===== config.mk =====
export PLATFORM = sky130hd
export DESIGN_NAME = tccw_seq
export DESIGN_NICKNAME = d
export VERILOG_FILES = /design/src/design/tccw_pkg.sv /design/src/design/tccw_seq.sv
export SDC_FILE = /design/constraint.sdc
export NUM_CORES = 1
export LEC_CHECK = 0
export ABC_AREA = 0
export BUFFER_PORTS_ARGS = -buffer_cell sky130_fd_sc_hd__buf_4
export CORE_MARGIN = 8
export CORE_UTILIZATION = 50
export DETAILED_ROUTE_END_ITERATION = 8
export GPL_TIMING_DRIVEN = 0
export PLACE_DENSITY = 0.7
export SYNTH_ARGS = -nofsm -noshare
export SYNTH_HDL_FRONTEND = slang
export SYNTH_SLANG_ARGS = --single-unit
export TNS_END_PERCENT = 5

===== constraint.sdc =====
create_clock -name clk -period 14 [get_ports clk]
set_clock_uncertainty 0.05 [all_clocks]
set_input_delay 4.2 -clock clk [delete_from_list [all_inputs] [get_ports clk]]
set_output_delay 4.2 -clock clk [all_outputs]
set_load 0.1 [all_outputs]

===== src/design/tccw_pkg.sv =====
// ----------------------------------------------------------------------------
// tccw_pkg
// Shared widths, codes, bus structs and helpers of the text console cell writer.
// ----------------------------------------------------------------------------
package tccw_pkg;

	localparam int MAX_COLUMNS = 80;
	localparam int MAX_ROWS    = 50;
	localparam int STORE_DEPTH = MAX_COLUMNS * MAX_ROWS;

	localparam int COL_W      = 7;
	localparam int ROW_W      = 6;
	localparam int ADDR_W     = 12;
	localparam int CELL_W     = 16;
	localparam int CHAR_W     = 8;
	localparam int COLOR_W    = 4;
	localparam int CMD_W      = 2;
	localparam int CFG_IDX_W  = 2;
	localparam int CFG_DATA_W = 7;
	localparam int PROD_W     = ROW_W + COL_W;
	localparam int TAB_LOG    = 2;
	localparam int TAB_STOP   = 1 << TAB_LOG;
	localparam int TAB_W      = TAB_LOG + 1;

	typedef logic [ADDR_W-1:0]  addr_t;
	typedef logic [CELL_W-1:0]  cell_t;
	typedef logic [CHAR_W-1:0]  char_t;
	typedef logic [COLOR_W-1:0] color_t;
	typedef logic [COL_W-1:0]   col_t;
	typedef logic [ROW_W-1:0]   row_t;
	typedef logic [TAB_W-1:0]   tab_t;

	typedef enum logic [CMD_W-1:0] {
		CMD_PUT   = 2'd0,
		CMD_CLEAR = 2'd1,
		CMD_READ  = 2'd2
	} cmd_t;

	localparam char_t CH_BS    = 8'h08;
	localparam char_t CH_TAB   = 8'h09;
	localparam char_t CH_NL    = 8'h0A;
	localparam char_t CH_CR    = 8'h0D;
	localparam char_t CH_BLANK = 8'h20;

	localparam logic [CFG_IDX_W-1:0] REG_FG   = 2'd0;
	localparam logic [CFG_IDX_W-1:0] REG_BG   = 2'd1;
	localparam logic [CFG_IDX_W-1:0] REG_COLS = 2'd2;
	localparam logic [CFG_IDX_W-1:0] REG_ROWS = 2'd3;

	localparam color_t RESET_FG   = 4'd7;
	localparam color_t RESET_BG   = 4'd0;
	localparam col_t   RESET_COLS = col_t'(MAX_COLUMNS);
	localparam row_t   RESET_ROWS = row_t'(MAX_ROWS);

	localparam addr_t DEPTH_LIMIT = addr_t'(STORE_DEPTH);
	localparam addr_t LAST_ENTRY  = addr_t'(STORE_DEPTH - 1);

	typedef struct packed {
		color_t fg;
		color_t bg;
		col_t   cols;
		row_t   rows;
	} cfg_t;

	typedef struct packed {
		logic  we;
		addr_t waddr;
		cell_t wdata;
		logic  re;
		addr_t raddr;
	} mem_req_t;

	typedef struct packed {
		logic  valid;
		col_t  col;
		row_t  row;
		cell_t word;
	} res_t;

	function automatic cell_t make_cell(color_t bg, color_t fg, char_t ch);
		return {bg, fg, ch};
	endfunction

	localparam cell_t RESET_CELL = {RESET_BG, RESET_FG, CH_BLANK};

endpackage


===== src/design/tccw_seq.sv =====
// ----------------------------------------------------------------------------
// tccw_seq
// Sequencer: cursor, command decode and the walks over
// the cell store (clearing pass, scroll copy, blank fill, cell writes).
// ----------------------------------------------------------------------------
module tccw_seq (
	input  logic                           clk,
	input  logic                           arst_n,
	input  logic                           in_valid,
	output logic                           in_ready,
	input  logic [tccw_pkg::CMD_W-1:0]     command,
	input  tccw_pkg::char_t                char_code,
	input  tccw_pkg::addr_t                cell_address,
	input  tccw_pkg::cfg_t                 cfg,
	input  logic                           res_free,
	output tccw_pkg::res_t                 res,
	output tccw_pkg::mem_req_t             mem_req,
	input  tccw_pkg::cell_t                rdata
);

	typedef enum logic [11:0] {
		ST_INIT   = 12'b0000_0000_0001,
		ST_IDLE   = 12'b0000_0000_0010,
		ST_DEC    = 12'b0000_0000_0100,
		ST_NL     = 12'b0000_0000_1000,
		ST_SCR    = 12'b0000_0001_0000,
		ST_CLR    = 12'b0000_0010_0000,
		ST_BLANK  = 12'b0000_0100_0000,
		ST_PUTSET = 12'b0000_1000_0000,
		ST_CELL   = 12'b0001_0000_0000,
		ST_BSW    = 12'b0010_0000_0000,
		ST_RDW    = 12'b0100_0000_0000,
		ST_DONE   = 12'b1000_0000_0000
	} state_t;

	state_t                      state_q;
	tccw_pkg::col_t              col_q;
	tccw_pkg::row_t              row_q;
	tccw_pkg::col_t              w_q;
	tccw_pkg::row_t              h_q;
	tccw_pkg::cmd_t              cmd_q;
	tccw_pkg::char_t             char_q;
	tccw_pkg::addr_t             addr_q;
	tccw_pkg::addr_t             last_base_q;
	tccw_pkg::addr_t             ptr_q;
	tccw_pkg::addr_t             cnt_q;
	tccw_pkg::tab_t              n_q;
	tccw_pkg::char_t             cell_char_q;
	logic                        after_put_q;
	tccw_pkg::cell_t             word_q;
	logic                        wr_vld_s1;
	tccw_pkg::addr_t             wr_addr_s1;

	tccw_pkg::col_t              w_sat;
	tccw_pkg::row_t              h_sat;
	logic [tccw_pkg::PROD_W-1:0] cur_lin;
	logic [tccw_pkg::PROD_W-1:0] base_prod;
	tccw_pkg::addr_t             cur_addr;
	tccw_pkg::cell_t             space_cell;
	tccw_pkg::col_t              col_inc;

	// width and height in use, saturated to the supported range
	always_comb begin
		if (cfg.cols == '0) begin
			w_sat = tccw_pkg::col_t'(1);
		end else if (cfg.cols > tccw_pkg::col_t'(tccw_pkg::MAX_COLUMNS)) begin
			w_sat = tccw_pkg::col_t'(tccw_pkg::MAX_COLUMNS);
		end else begin
			w_sat = cfg.cols;
		end
		if (cfg.rows == '0) begin
			h_sat = tccw_pkg::row_t'(1);
		end else if (cfg.rows > tccw_pkg::row_t'(tccw_pkg::MAX_ROWS)) begin
			h_sat = tccw_pkg::row_t'(tccw_pkg::MAX_ROWS);
		end else begin
			h_sat = cfg.rows;
		end
	end

	assign cur_lin = tccw_pkg::PROD_W'(row_q) * tccw_pkg::PROD_W'(w_q)
		+ tccw_pkg::PROD_W'(col_q);
	assign cur_addr = cur_lin[tccw_pkg::ADDR_W-1:0];
	assign base_prod = tccw_pkg::PROD_W'(h_q - tccw_pkg::row_t'(1))
		* tccw_pkg::PROD_W'(w_q);
	assign space_cell = tccw_pkg::make_cell(cfg.bg, cfg.fg, tccw_pkg::CH_BLANK);
	assign col_inc = col_q + tccw_pkg::col_t'(1);

	always_comb begin
		mem_req = '0;
		if (wr_vld_s1) begin
			// scroll copy: the registered read data goes one row up
			mem_req.we    = 1'b1;
			mem_req.waddr = wr_addr_s1;
			mem_req.wdata = rdata;
		end else begin
			case (state_q)
				ST_INIT: begin
					mem_req.we    = 1'b1;
					mem_req.waddr = ptr_q;
					mem_req.wdata = tccw_pkg::RESET_CELL;
				end
				ST_BLANK: begin
					mem_req.we    = (cnt_q != '0);
					mem_req.waddr = ptr_q;
					mem_req.wdata = space_cell;
				end
				ST_CELL: begin
					mem_req.we    = 1'b1;
					mem_req.waddr = cur_addr;
					mem_req.wdata = tccw_pkg::make_cell(cfg.bg, cfg.fg, cell_char_q);
				end
				ST_BSW: begin
					mem_req.we    = 1'b1;
					mem_req.waddr = cur_addr;
					mem_req.wdata = space_cell;
				end
				default: ;
			endcase
		end
		if (state_q == ST_SCR && cnt_q != '0) begin
			mem_req.re    = 1'b1;
			mem_req.raddr = ptr_q;
		end else if (state_q == ST_DEC && cmd_q == tccw_pkg::CMD_READ
				&& addr_q < tccw_pkg::DEPTH_LIMIT) begin
			mem_req.re    = 1'b1;
			mem_req.raddr = addr_q;
		end
	end

	always_ff @(posedge clk or negedge arst_n) begin
		if (!arst_n) begin
			state_q     <= ST_INIT;
			col_q       <= '0;
			row_q       <= '0;
			w_q         <= tccw_pkg::RESET_COLS;
			h_q         <= tccw_pkg::RESET_ROWS;
			cmd_q       <= tccw_pkg::CMD_PUT;
			char_q      <= '0;
			addr_q      <= '0;
			last_base_q <= '0;
			ptr_q       <= '0;
			cnt_q       <= '0;
			n_q         <= '0;
			cell_char_q <= '0;
			after_put_q <= 1'b0;
			word_q      <= '0;
			wr_vld_s1   <= 1'b0;
			wr_addr_s1  <= '0;
		end else begin
			wr_vld_s1  <= (state_q == ST_SCR) && (cnt_q != '0);
			wr_addr_s1 <= ptr_q - tccw_pkg::addr_t'(w_q);
			case (state_q)
				ST_INIT: begin
					if (ptr_q == tccw_pkg::LAST_ENTRY) begin
						ptr_q   <= '0;
						state_q <= ST_IDLE;
					end else begin
						ptr_q <= ptr_q + tccw_pkg::addr_t'(1);
					end
				end
				ST_IDLE: begin
					if (in_valid) begin
						// pull the cursor back inside a screen that may have shrunk
						w_q         <= w_sat;
						h_q         <= h_sat;
						col_q       <= (col_q > w_sat) ? w_sat : col_q;
						row_q       <= (row_q > h_sat - tccw_pkg::row_t'(1))
							? h_sat - tccw_pkg::row_t'(1) : row_q;
						cmd_q       <= tccw_pkg::cmd_t'(command);
						char_q      <= char_code;
						addr_q      <= cell_address;
						word_q      <= '0;
						after_put_q <= 1'b0;
						state_q     <= ST_DEC;
					end
				end
				ST_DEC: begin
					last_base_q <= base_prod[tccw_pkg::ADDR_W-1:0];
					case (cmd_q)
						tccw_pkg::CMD_PUT: begin
							case (char_q)
								tccw_pkg::CH_NL: begin
									state_q <= ST_NL;
								end
								tccw_pkg::CH_CR: begin
									col_q   <= '0;
									state_q <= ST_DONE;
								end
								tccw_pkg::CH_BS: begin
									if (col_q != '0) begin
										col_q   <= col_q - tccw_pkg::col_t'(1);
										state_q <= ST_BSW;
									end else if (row_q != '0) begin
										// back across the line end
										row_q   <= row_q - tccw_pkg::row_t'(1);
										col_q   <= w_q - tccw_pkg::col_t'(1);
										state_q <= ST_BSW;
									end else begin
										state_q <= ST_DONE;
									end
								end
								default: begin
									if (col_q >= w_q) begin
										// pending wrap: new line first
										after_put_q <= 1'b1;
										state_q     <= ST_NL;
									end else begin
										state_q <= ST_PUTSET;
									end
								end
							endcase
						end
						tccw_pkg::CMD_CLEAR: begin
							col_q   <= '0;
							row_q   <= '0;
							state_q <= ST_CLR;
						end
						tccw_pkg::CMD_READ: begin
							state_q <= (addr_q < tccw_pkg::DEPTH_LIMIT) ? ST_RDW : ST_DONE;
						end
						default: begin
							state_q <= ST_DONE;
						end
					endcase
				end
				ST_NL: begin
					col_q <= '0;
					if (row_q < h_q - tccw_pkg::row_t'(1)) begin
						row_q   <= row_q + tccw_pkg::row_t'(1);
						state_q <= after_put_q ? ST_PUTSET : ST_DONE;
					end else begin
						ptr_q   <= tccw_pkg::addr_t'(w_q);
						cnt_q   <= last_base_q;
						state_q <= ST_SCR;
					end
				end
				ST_SCR: begin
					if (cnt_q != '0) begin
						ptr_q <= ptr_q + tccw_pkg::addr_t'(1);
						cnt_q <= cnt_q - tccw_pkg::addr_t'(1);
					end else begin
						// copy finished, blank the last row
						ptr_q   <= last_base_q;
						cnt_q   <= tccw_pkg::addr_t'(w_q);
						state_q <= ST_BLANK;
					end
				end
				ST_CLR: begin
					ptr_q   <= '0;
					cnt_q   <= last_base_q + tccw_pkg::addr_t'(w_q);
					state_q <= ST_BLANK;
				end
				ST_BLANK: begin
					if (cnt_q != '0) begin
						ptr_q <= ptr_q + tccw_pkg::addr_t'(1);
						cnt_q <= cnt_q - tccw_pkg::addr_t'(1);
					end else begin
						state_q <= after_put_q ? ST_PUTSET : ST_DONE;
					end
				end
				ST_PUTSET: begin
					if (char_q == tccw_pkg::CH_TAB) begin
						n_q         <= tccw_pkg::tab_t'(tccw_pkg::TAB_STOP)
							- tccw_pkg::tab_t'(col_q[tccw_pkg::TAB_LOG-1:0]);
						cell_char_q <= tccw_pkg::CH_BLANK;
					end else begin
						n_q         <= tccw_pkg::tab_t'(1);
						cell_char_q <= char_q;
					end
					state_q <= ST_CELL;
				end
				ST_CELL: begin
					col_q <= col_inc;
					n_q   <= n_q - tccw_pkg::tab_t'(1);
					// tab stops at the next stop or at the row end
					if (n_q == tccw_pkg::tab_t'(1) || col_inc >= w_q) begin
						state_q <= ST_DONE;
					end
				end
				ST_BSW: begin
					state_q <= ST_DONE;
				end
				ST_RDW: begin
					word_q  <= rdata;
					state_q <= ST_DONE;
				end
				ST_DONE: begin
					if (res_free) begin
						state_q <= ST_IDLE;
					end
				end
				default: begin
					state_q <= ST_IDLE;
				end
			endcase
		end
	end

	assign in_ready  = (state_q == ST_IDLE);
	assign res.valid = (state_q == ST_DONE) && res_free;
	assign res.col   = col_q;
	assign res.row   = row_q;
	assign res.word  = word_q;

	a_copy_only_in_scroll: assert property (@(posedge clk) disable iff (!arst_n)
		wr_vld_s1 |-> state_q == ST_SCR)
		else $error("scroll copy write outside scroll walk");

	a_write_in_store: assert property (@(posedge clk) disable iff (!arst_n)
		mem_req.we |-> mem_req.waddr < tccw_pkg::DEPTH_LIMIT)
		else $error("cell write beyond the store");

	a_cursor_on_screen: assert property (@(posedge clk) disable iff (!arst_n)
		state_q == ST_DONE |-> (row_q < h_q) && (col_q <= w_q))
		else $error("cursor off screen at end of request");

	a_read_before_wait: assert property (@(posedge clk) disable iff (!arst_n)
		state_q == ST_RDW |-> $past(mem_req.re))
		else $error("read data captured without a read");

	a_accept_decodes: assert property (@(posedge clk) disable iff (!arst_n)
		in_valid && in_ready |=> state_q == ST_DEC)
		else $error("accepted request not decoded");

endmodule


== Word-level counts from Yosys, hierarchy flattened ==
Index checks and enable logic that the tools add are counted.

* Output and inout bits: 73
* Register bits: 137
* Word-level logic and storage cells: 167
* Bits of input ports: 63

* Add/subtract/negate cells: 15
* Mux-type cells: 57
* Equality and inequality tests: 40
* Multiply operators: 2
* Order comparisons: 8
* Reduce and logical (&&, ||, !) cells: 28

{| class="wikitable"
|+ Operators by type and width
! operator !! number
|-
| $mux 12 || 18
|-
| $pmux 12 s11 || 1
|-
| $pmux 29 s4 || 1
|-
| $pmux 12 s3 || 2
|-
| $pmux 12 s5 || 1
|-
| $mux 6 || 8
|-
| $pmux 12 s4 || 1
|-
| $mux 7 || 6
|-
| $eq 8x4->1 const B || 4
|-
| $pmux 16 s2 || 1
|-
| $mux 29 || 1
|-
| $pmux 7 s2 || 2
|-
| $pmux 7 s4 || 1
|-
| $mux 13 || 2
|-
| $add 12x7->12 || 2
|-
| $eq 12x12->1 const B || 2
|-
| $ne 2x2->1 const B || 10
|-
| $pmux 6 s3 || 1
|-
| $sub 6x1->6 const B || 3
|-
| $mux 16 || 1
|-
| $mux 8 || 2
|-
| $ge 7x7->1 || 2
|-
| $sub 7x1->7 const B || 2
|-
| $add 12x1->12 const B || 1
|-
| other kinds (59) || 75
|}

== Logic depth before layout (Yosys ltp) ==
* Depth in word-level cells: 8
* Depth in mapped cells: 21

== Least setup slack after synthesis ==
No wires, ideal clock.

* Kind: reg-to-output
* From: register row_q[3]
* To: output port mem_req[39] (netlist bit)
* Path buffers: 2
* Data required time: 9750 ps
* Stages on the path, launching flop included: 19
* Slack: 3246 ps
* Arrival time: 6504 ps
* Cell sequence: dfrtp_1 clkbuf_1 clkbuf_1 nand2_1 fa_1 fa_1 inv_1 fa_1 inv_1 fa_1 inv_1 ha_1 nand3_1 o211ai_1 o41ai_1 o21ai_0 xor2_1 a221oi_1 a21oi_1

{| class="wikitable"
|+ RTL lines
! element !! line !! RTL
|-
| start, declared || tccw_seq.sv:38 || <nowiki>tccw_pkg::row_t row_q;</nowiki>
|-
| start signal, assigned || tccw_seq.sv:167 || <nowiki>row_q <= (row_q > h_sat - tccw_pkg::row_t'(1))</nowiki>
|-
| start signal, assigned || tccw_seq.sv:195 || <nowiki>row_q <= row_q - tccw_pkg::row_t'(1);</nowiki>
|-
| start signal, assigned || tccw_seq.sv:229 || <nowiki>row_q <= row_q + tccw_pkg::row_t'(1);</nowiki>
|-
| end, declared || tccw_seq.sv:17 || <nowiki>output tccw_pkg::mem_req_t mem_req,</nowiki>
|}

==> results.sh <==
export IMPL_synth_async_reset_ratio_pct=100.0
export IMPL_detail_route_antenna_nets=0
export IMPL_viasPerCell=5.918
export IMPL_overall_via_count_from_detail_route=11980
export IMPL_critPathArrivalTime_ns=7.02
export IMPL_syn_area_per_cell_um2=8.060
export IMPL_wl_per_cell_um=20.27
export IMPL_clk_transition_reported_paths_ns=0.07
export IMPL_finalNonFillerCells=2025
export IMPL_first_global_vias=11670
export IMPL_multi_input_gate_area_in_the_final_layout_um2=8182
export IMPL_grtUsageMet1_pct=36.17
export IMPL_layout_filler_cells=2271
export IMPL_grt_busiest_layer="met2"
export IMPL_syn_area_um2=12360
export IMPL_finalCritPeriodShare_pct=80.53
export IMPL_grt_overflow=0
export IMPL_cts_root_buf="sky130_fd_sc_hd__clkbuf_16"
export IMPL_cts_tree="yes"
export IMPL_drtPass1Iterations=5
export IMPL_ys_seq_area_share_pct=27.79
export IMPL_cts_repair_timing_setup_buffer_count=0
export IMPL_finalHoldViolations=0
export IMPL_layout_drive_gt1_share_pct=12.88
export IMPL_synth_distinct_cells=79
export IMPL_num_rows=57
export IMPL_max_cap_violations=0
export IMPL_fin_tns_setup_ns=0
export IMPL_critical_path_cell_chain="clkbuf_1, clkinv_1, nor2_1, fa_1, inv_1, fa_1, inv_1, fa_1, inv_1, fa_1, inv_1, ha_1, nand3_1, o211ai_1, o41ai_1, xnor2_1, a221oi_1, a21oi_1, buf_4"
export IMPL_finish_net_count=1917
export IMPL_grt_setup_unrepaired="false"
export IMPL_layout_area_seq_um2=3436
export IMPL_total_leakage_power_nw=6.865
export IMPL_relSlewSlack_pct=31.70
export IMPL_wirelength_um=41040
export IMPL_cp_max_fo=10
export IMPL_mappedNetlistNets=1762
export IMPL_worstSetupEndpointType="primary output"
export IMPL_cts_resized=0
export IMPL_antenna_found_initial=0
export IMPL_reg2reg_from="h_q[0]$_DFFE_PN0P_"
export IMPL_timing_hold_worst_class="flip-flop to flip-flop"
export IMPL_synth_edff_count=0
export IMPL_fp_dieArea_um2=30020
export IMPL_power_total_mw=4.109
export IMPL_cts_hold_buffers_added=0
export IMPL_die_h_um=173.3
export IMPL_dpl_hpwl_um=31650
export IMPL_portBuffers=135
export IMPL_setup_violations_final=0
export IMPL_coreArea_um2=24320
export IMPL_syn2layout_area_growth_pct=16.75
export IMPL_dp_cells=1994
export IMPL_gpl_final_weighted_congestion=0.9583
export IMPL_buffers_inverters_on_critical_path=7
export IMPL_run_status="complete, no violations"
export IMPL_numCtsBuffers=17
export IMPL_worst_path_largest_cell_delay_ns=0.78
export IMPL_yosys_warnings=0
export IMPL_critPathKind="flip-flop to primary output"
export IMPL_synth_ff_latch_count=137
export IMPL_slew_violations=0
export IMPL_drtIter0Drc=1231
export IMPL_gr_usage_met3_pct=4.313
export IMPL_power_per_cell_area_nw_per_um2=284.7
export IMPL_wire_length_of_the_first_global_routing_pass_um=64780
export IMPL_synthDominantAreaCellType="sky130_fd_sc_hd__dfrtp_1"
export IMPL_synth_top_cells_by_area="sky130_fd_sc_hd__dfrtp_1 (27%), sky130_fd_sc_hd__ha_1 (12%), sky130_fd_sc_hd__fa_1 (8.3%), sky130_fd_sc_hd__nand2_1 (8.3%), sky130_fd_sc_hd__o21ai_0 (5.2%)"
export IMPL_grt_met2_usage_pct=43.14
export IMPL_syn_inst=1534
export IMPL_clk_latency_ns=0.44
export IMPL_period_minus_slack_ns=11.27
export IMPL_global_route_usage_total_pct=26.99
export IMPL_crit_family="adder cells"
export IMPL_grt_max_degree=90
export IMPL_yosysTopAreaCellShare_pct=26.51
export IMPL_worstHoldStart="h_q[5]$_DFFE_PN1P_"
export IMPL_die_width_um=173.3
export IMPL_critPathRequiredTime_ns=9.75
export IMPL_ir_worst_vdd_uv=219.0
export IMPL_maximum_number_of_buffers_from_clock_root_to_sink=2
export IMPL_io_pins=136
export IMPL_layout_core_utilization_pct=59.36
export IMPL_ctsHtreeMaxLevel=4
export IMPL_synth_flop_cell="sky130_fd_sc_hd__dfrtp_1"
export IMPL_drt_drc_violations_left=0
export IMPL_critical_path_startpoint_type="flip-flop"
export IMPL_initial_utilization_pct=50.84
export IMPL_cts_num_sinks=137
export IMPL_critical_path_slowest_cell="sky130_fd_sc_hd__clkinv_1"
export IMPL_clock_fmax_ghz=0.08870
export IMPL_worst_slew_pin_transition_ns=1.015
export IMPL_startpoint="w_q[5]$_DFFE_PN0P_"
worst reg2reg max path, stage by stage, from the launching register on:
cell and delay (ns):
sky130_fd_sc_hd__dfrtp_1 0.36, sky130_fd_sc_hd__clkbuf_1 0.25, sky130_fd_sc_hd__inv_1 0.21, sky130_fd_sc_hd__ha_1 0.21, sky130_fd_sc_hd__or3b_2 0.47, sky130_fd_sc_hd__or3_1 0.31
sky130_fd_sc_hd__clkbuf_1 0.16, sky130_fd_sc_hd__or2_2 0.31, sky130_fd_sc_hd__fa_1 0.52, sky130_fd_sc_hd__fa_1 0.55, sky130_fd_sc_hd__inv_1 0.06, sky130_fd_sc_hd__fa_1 0.53
sky130_fd_sc_hd__inv_1 0.05, sky130_fd_sc_hd__fa_1 0.52, sky130_fd_sc_hd__inv_1 0.04, sky130_fd_sc_hd__ha_1 0.32, sky130_fd_sc_hd__o21ai_0 0.12, sky130_fd_sc_hd__a21oi_1 0.13
sky130_fd_sc_hd__o41ai_1 0.33, sky130_fd_sc_hd__xnor2_1 0.25, sky130_fd_sc_hd__o21ai_0 0.14
Yosys cell counts (9+ instances only):
| cell type | number |
|---|---|
| sky130_fd_sc_hd__dfrtp_1 | 131 |
| sky130_fd_sc_hd__and3_1 | 10 |
| sky130_fd_sc_hd__a21o_1 | 11 |
| sky130_fd_sc_hd__and2_1 | 28 |
| sky130_fd_sc_hd__clkbuf_1 | 58 |
| sky130_fd_sc_hd__a22o_1 | 12 |
| sky130_fd_sc_hd__o211ai_1 | 9 |
| sky130_fd_sc_hd__o21ai_1 | 28 |
| sky130_fd_sc_hd__nor2_1 | 137 |
| sky130_fd_sc_hd__a21oi_1 | 69 |
| sky130_fd_sc_hd__o21ai_0 | 128 |
| sky130_fd_sc_hd__fa_1 | 51 |
| sky130_fd_sc_hd__xnor2_1 | 39 |
| sky130_fd_sc_hd__nand2b_1 | 16 |
| sky130_fd_sc_hd__nor4_1 | 15 |
| sky130_fd_sc_hd__nand2_1 | 272 |
| sky130_fd_sc_hd__nand4_1 | 12 |
| sky130_fd_sc_hd__buf_2 | 9 |
| sky130_fd_sc_hd__nor3_1 | 36 |
| sky130_fd_sc_hd__or2_2 | 9 |
| sky130_fd_sc_hd__or3_1 | 9 |
| sky130_fd_sc_hd__xor2_1 | 16 |
| sky130_fd_sc_hd__nor2b_1 | 19 |
| sky130_fd_sc_hd__inv_1 | 110 |
| sky130_fd_sc_hd__a221oi_1 | 14 |
| sky130_fd_sc_hd__nand3_1 | 25 |
| sky130_fd_sc_hd__ha_1 | 114 |
| sky130_fd_sc_hd__nor3b_1 | 11 |
layer usage:
metal	part of all wire (%)	routed length (um)	vias up
li1	-	-	5587
met3	6.3	2588	91
met5	0	0	-
met1	44	18120	5841
met4	3.2	1327	0
met2	46	19000	464
where the power goes:
part	switching (mW)	leakage, nW	internal [mW]
sequential	0.178	1.76	0.543
combinational	1.87	4.81	1.02
clock	0.194	0.297	0.299
sequential cells by signal, indices dropped and copies added (netlist names):
| signal | flops |
|---|---|
| word_q | 16 |
| addr_q | 12 |
| cnt_q | 12 |
| last_base_q | 12 |
| ptr_q | 12 |
| state_q | 12 |
| wr_addr_s1 | 12 |
| cell_char_q | 8 |
| char_q | 8 |
| col_q | 7 |
| w_q | 7 |
| h_q | 6 |
| row_q | 6 |
| n_q | 3 |
| cmd_q | 2 |
| after_put_q | 1 |
| wr_vld_s1 | 1 |
cells by family (layout without fill, tap and decap cells):
group | after synthesis | after routing | synth area share [%]
and+or+nand+nor | 628 | 628 | 23.87
DFF | 137 | 137 | 27.79
AOI/OAI and AO/OA | 352 | 352 | 17.84
other | 0 | 1 | 0
adders and majority gates | 165 | 165 | 19.79
muxes | 9 | 9 | 0.7691
xor gates and xnor gates | 55 | 55 | 3.896
buffers and inverters | 188 | 354 | 6.041
layout make-up:
cell class	instances	area share (%)
Sequential cell	137	23.80
Buffer	72	2.158
Tap cell	324	2.808
Clock buffer	17	2.947
Inverter	116	3.016
Antenna cell	1	0.01734
Clock inverter	13	1.335
Timing Repair Buffer	136	7.238
Multi-Input combinational cell	1209	56.68
final timing paths:
kind | slack (ns) | end | cells past startpoint
worst max-delay path | 2.73 | mem_req[37] | 19
worst min-delay path | 0.42 | h_q[5]$_DFFE_PN1P_ | 2
worst max register to register | 7.95 | last_base_q[11]$_DFFE_PN0P_ | 20
worst min register to register | 0.42 | h_q[5]$_DFFE_PN1P_ | 2
max in group asynchronous | 9.40 | state_q[0]$_DFFE_PN1P_ | 2
min in group asynchronous | 3.65 | last_base_q[8]$_DFFE_PN0P_ | 1
through the flow:
stage | hold WS (ns) | setup WS, ns | instance area (um2)
after floorplan | 0.3886 | 3.246 | 12360
after global placement | 0.4032 | 3.431 | 13780
after detailed placement | 0.4095 | 3.324 | 13810
after CTS | 0.4230 | 2.851 | 14430
after global routing | 0.4435 | 2.444 | 14430
final | 0.4217 | 2.726 | 14440
layout by cell type, fill, tap and decap left out, types with 11 or more instances in the layout:
cell type	count
sky130_fd_sc_hd__xnor2_1	39
sky130_fd_sc_hd__a221oi_1	14
sky130_fd_sc_hd__nor3_1	36
sky130_fd_sc_hd__a21o_1	11
sky130_fd_sc_hd__nand4_1	12
sky130_fd_sc_hd__o21ai_0	128
sky130_fd_sc_hd__fa_1	51
sky130_fd_sc_hd__nor3b_1	11
sky130_fd_sc_hd__a21oi_1	69
sky130_fd_sc_hd__nand3_1	25
sky130_fd_sc_hd__inv_1	110
sky130_fd_sc_hd__and2_1	28
sky130_fd_sc_hd__buf_4	136
sky130_fd_sc_hd__nor4_1	15
sky130_fd_sc_hd__nor2b_1	19
sky130_fd_sc_hd__nor2_1	137
sky130_fd_sc_hd__clkbuf_16	17
sky130_fd_sc_hd__clkbuf_1	58
sky130_fd_sc_hd__dfrtp_1	131
sky130_fd_sc_hd__nand2_1	272
sky130_fd_sc_hd__ha_1	114
sky130_fd_sc_hd__xor2_1	16
sky130_fd_sc_hd__a22o_1	12
sky130_fd_sc_hd__nand2b_1	16
sky130_fd_sc_hd__o21ai_1	28
Note: power is estimated with default switching activity, not from simulation.
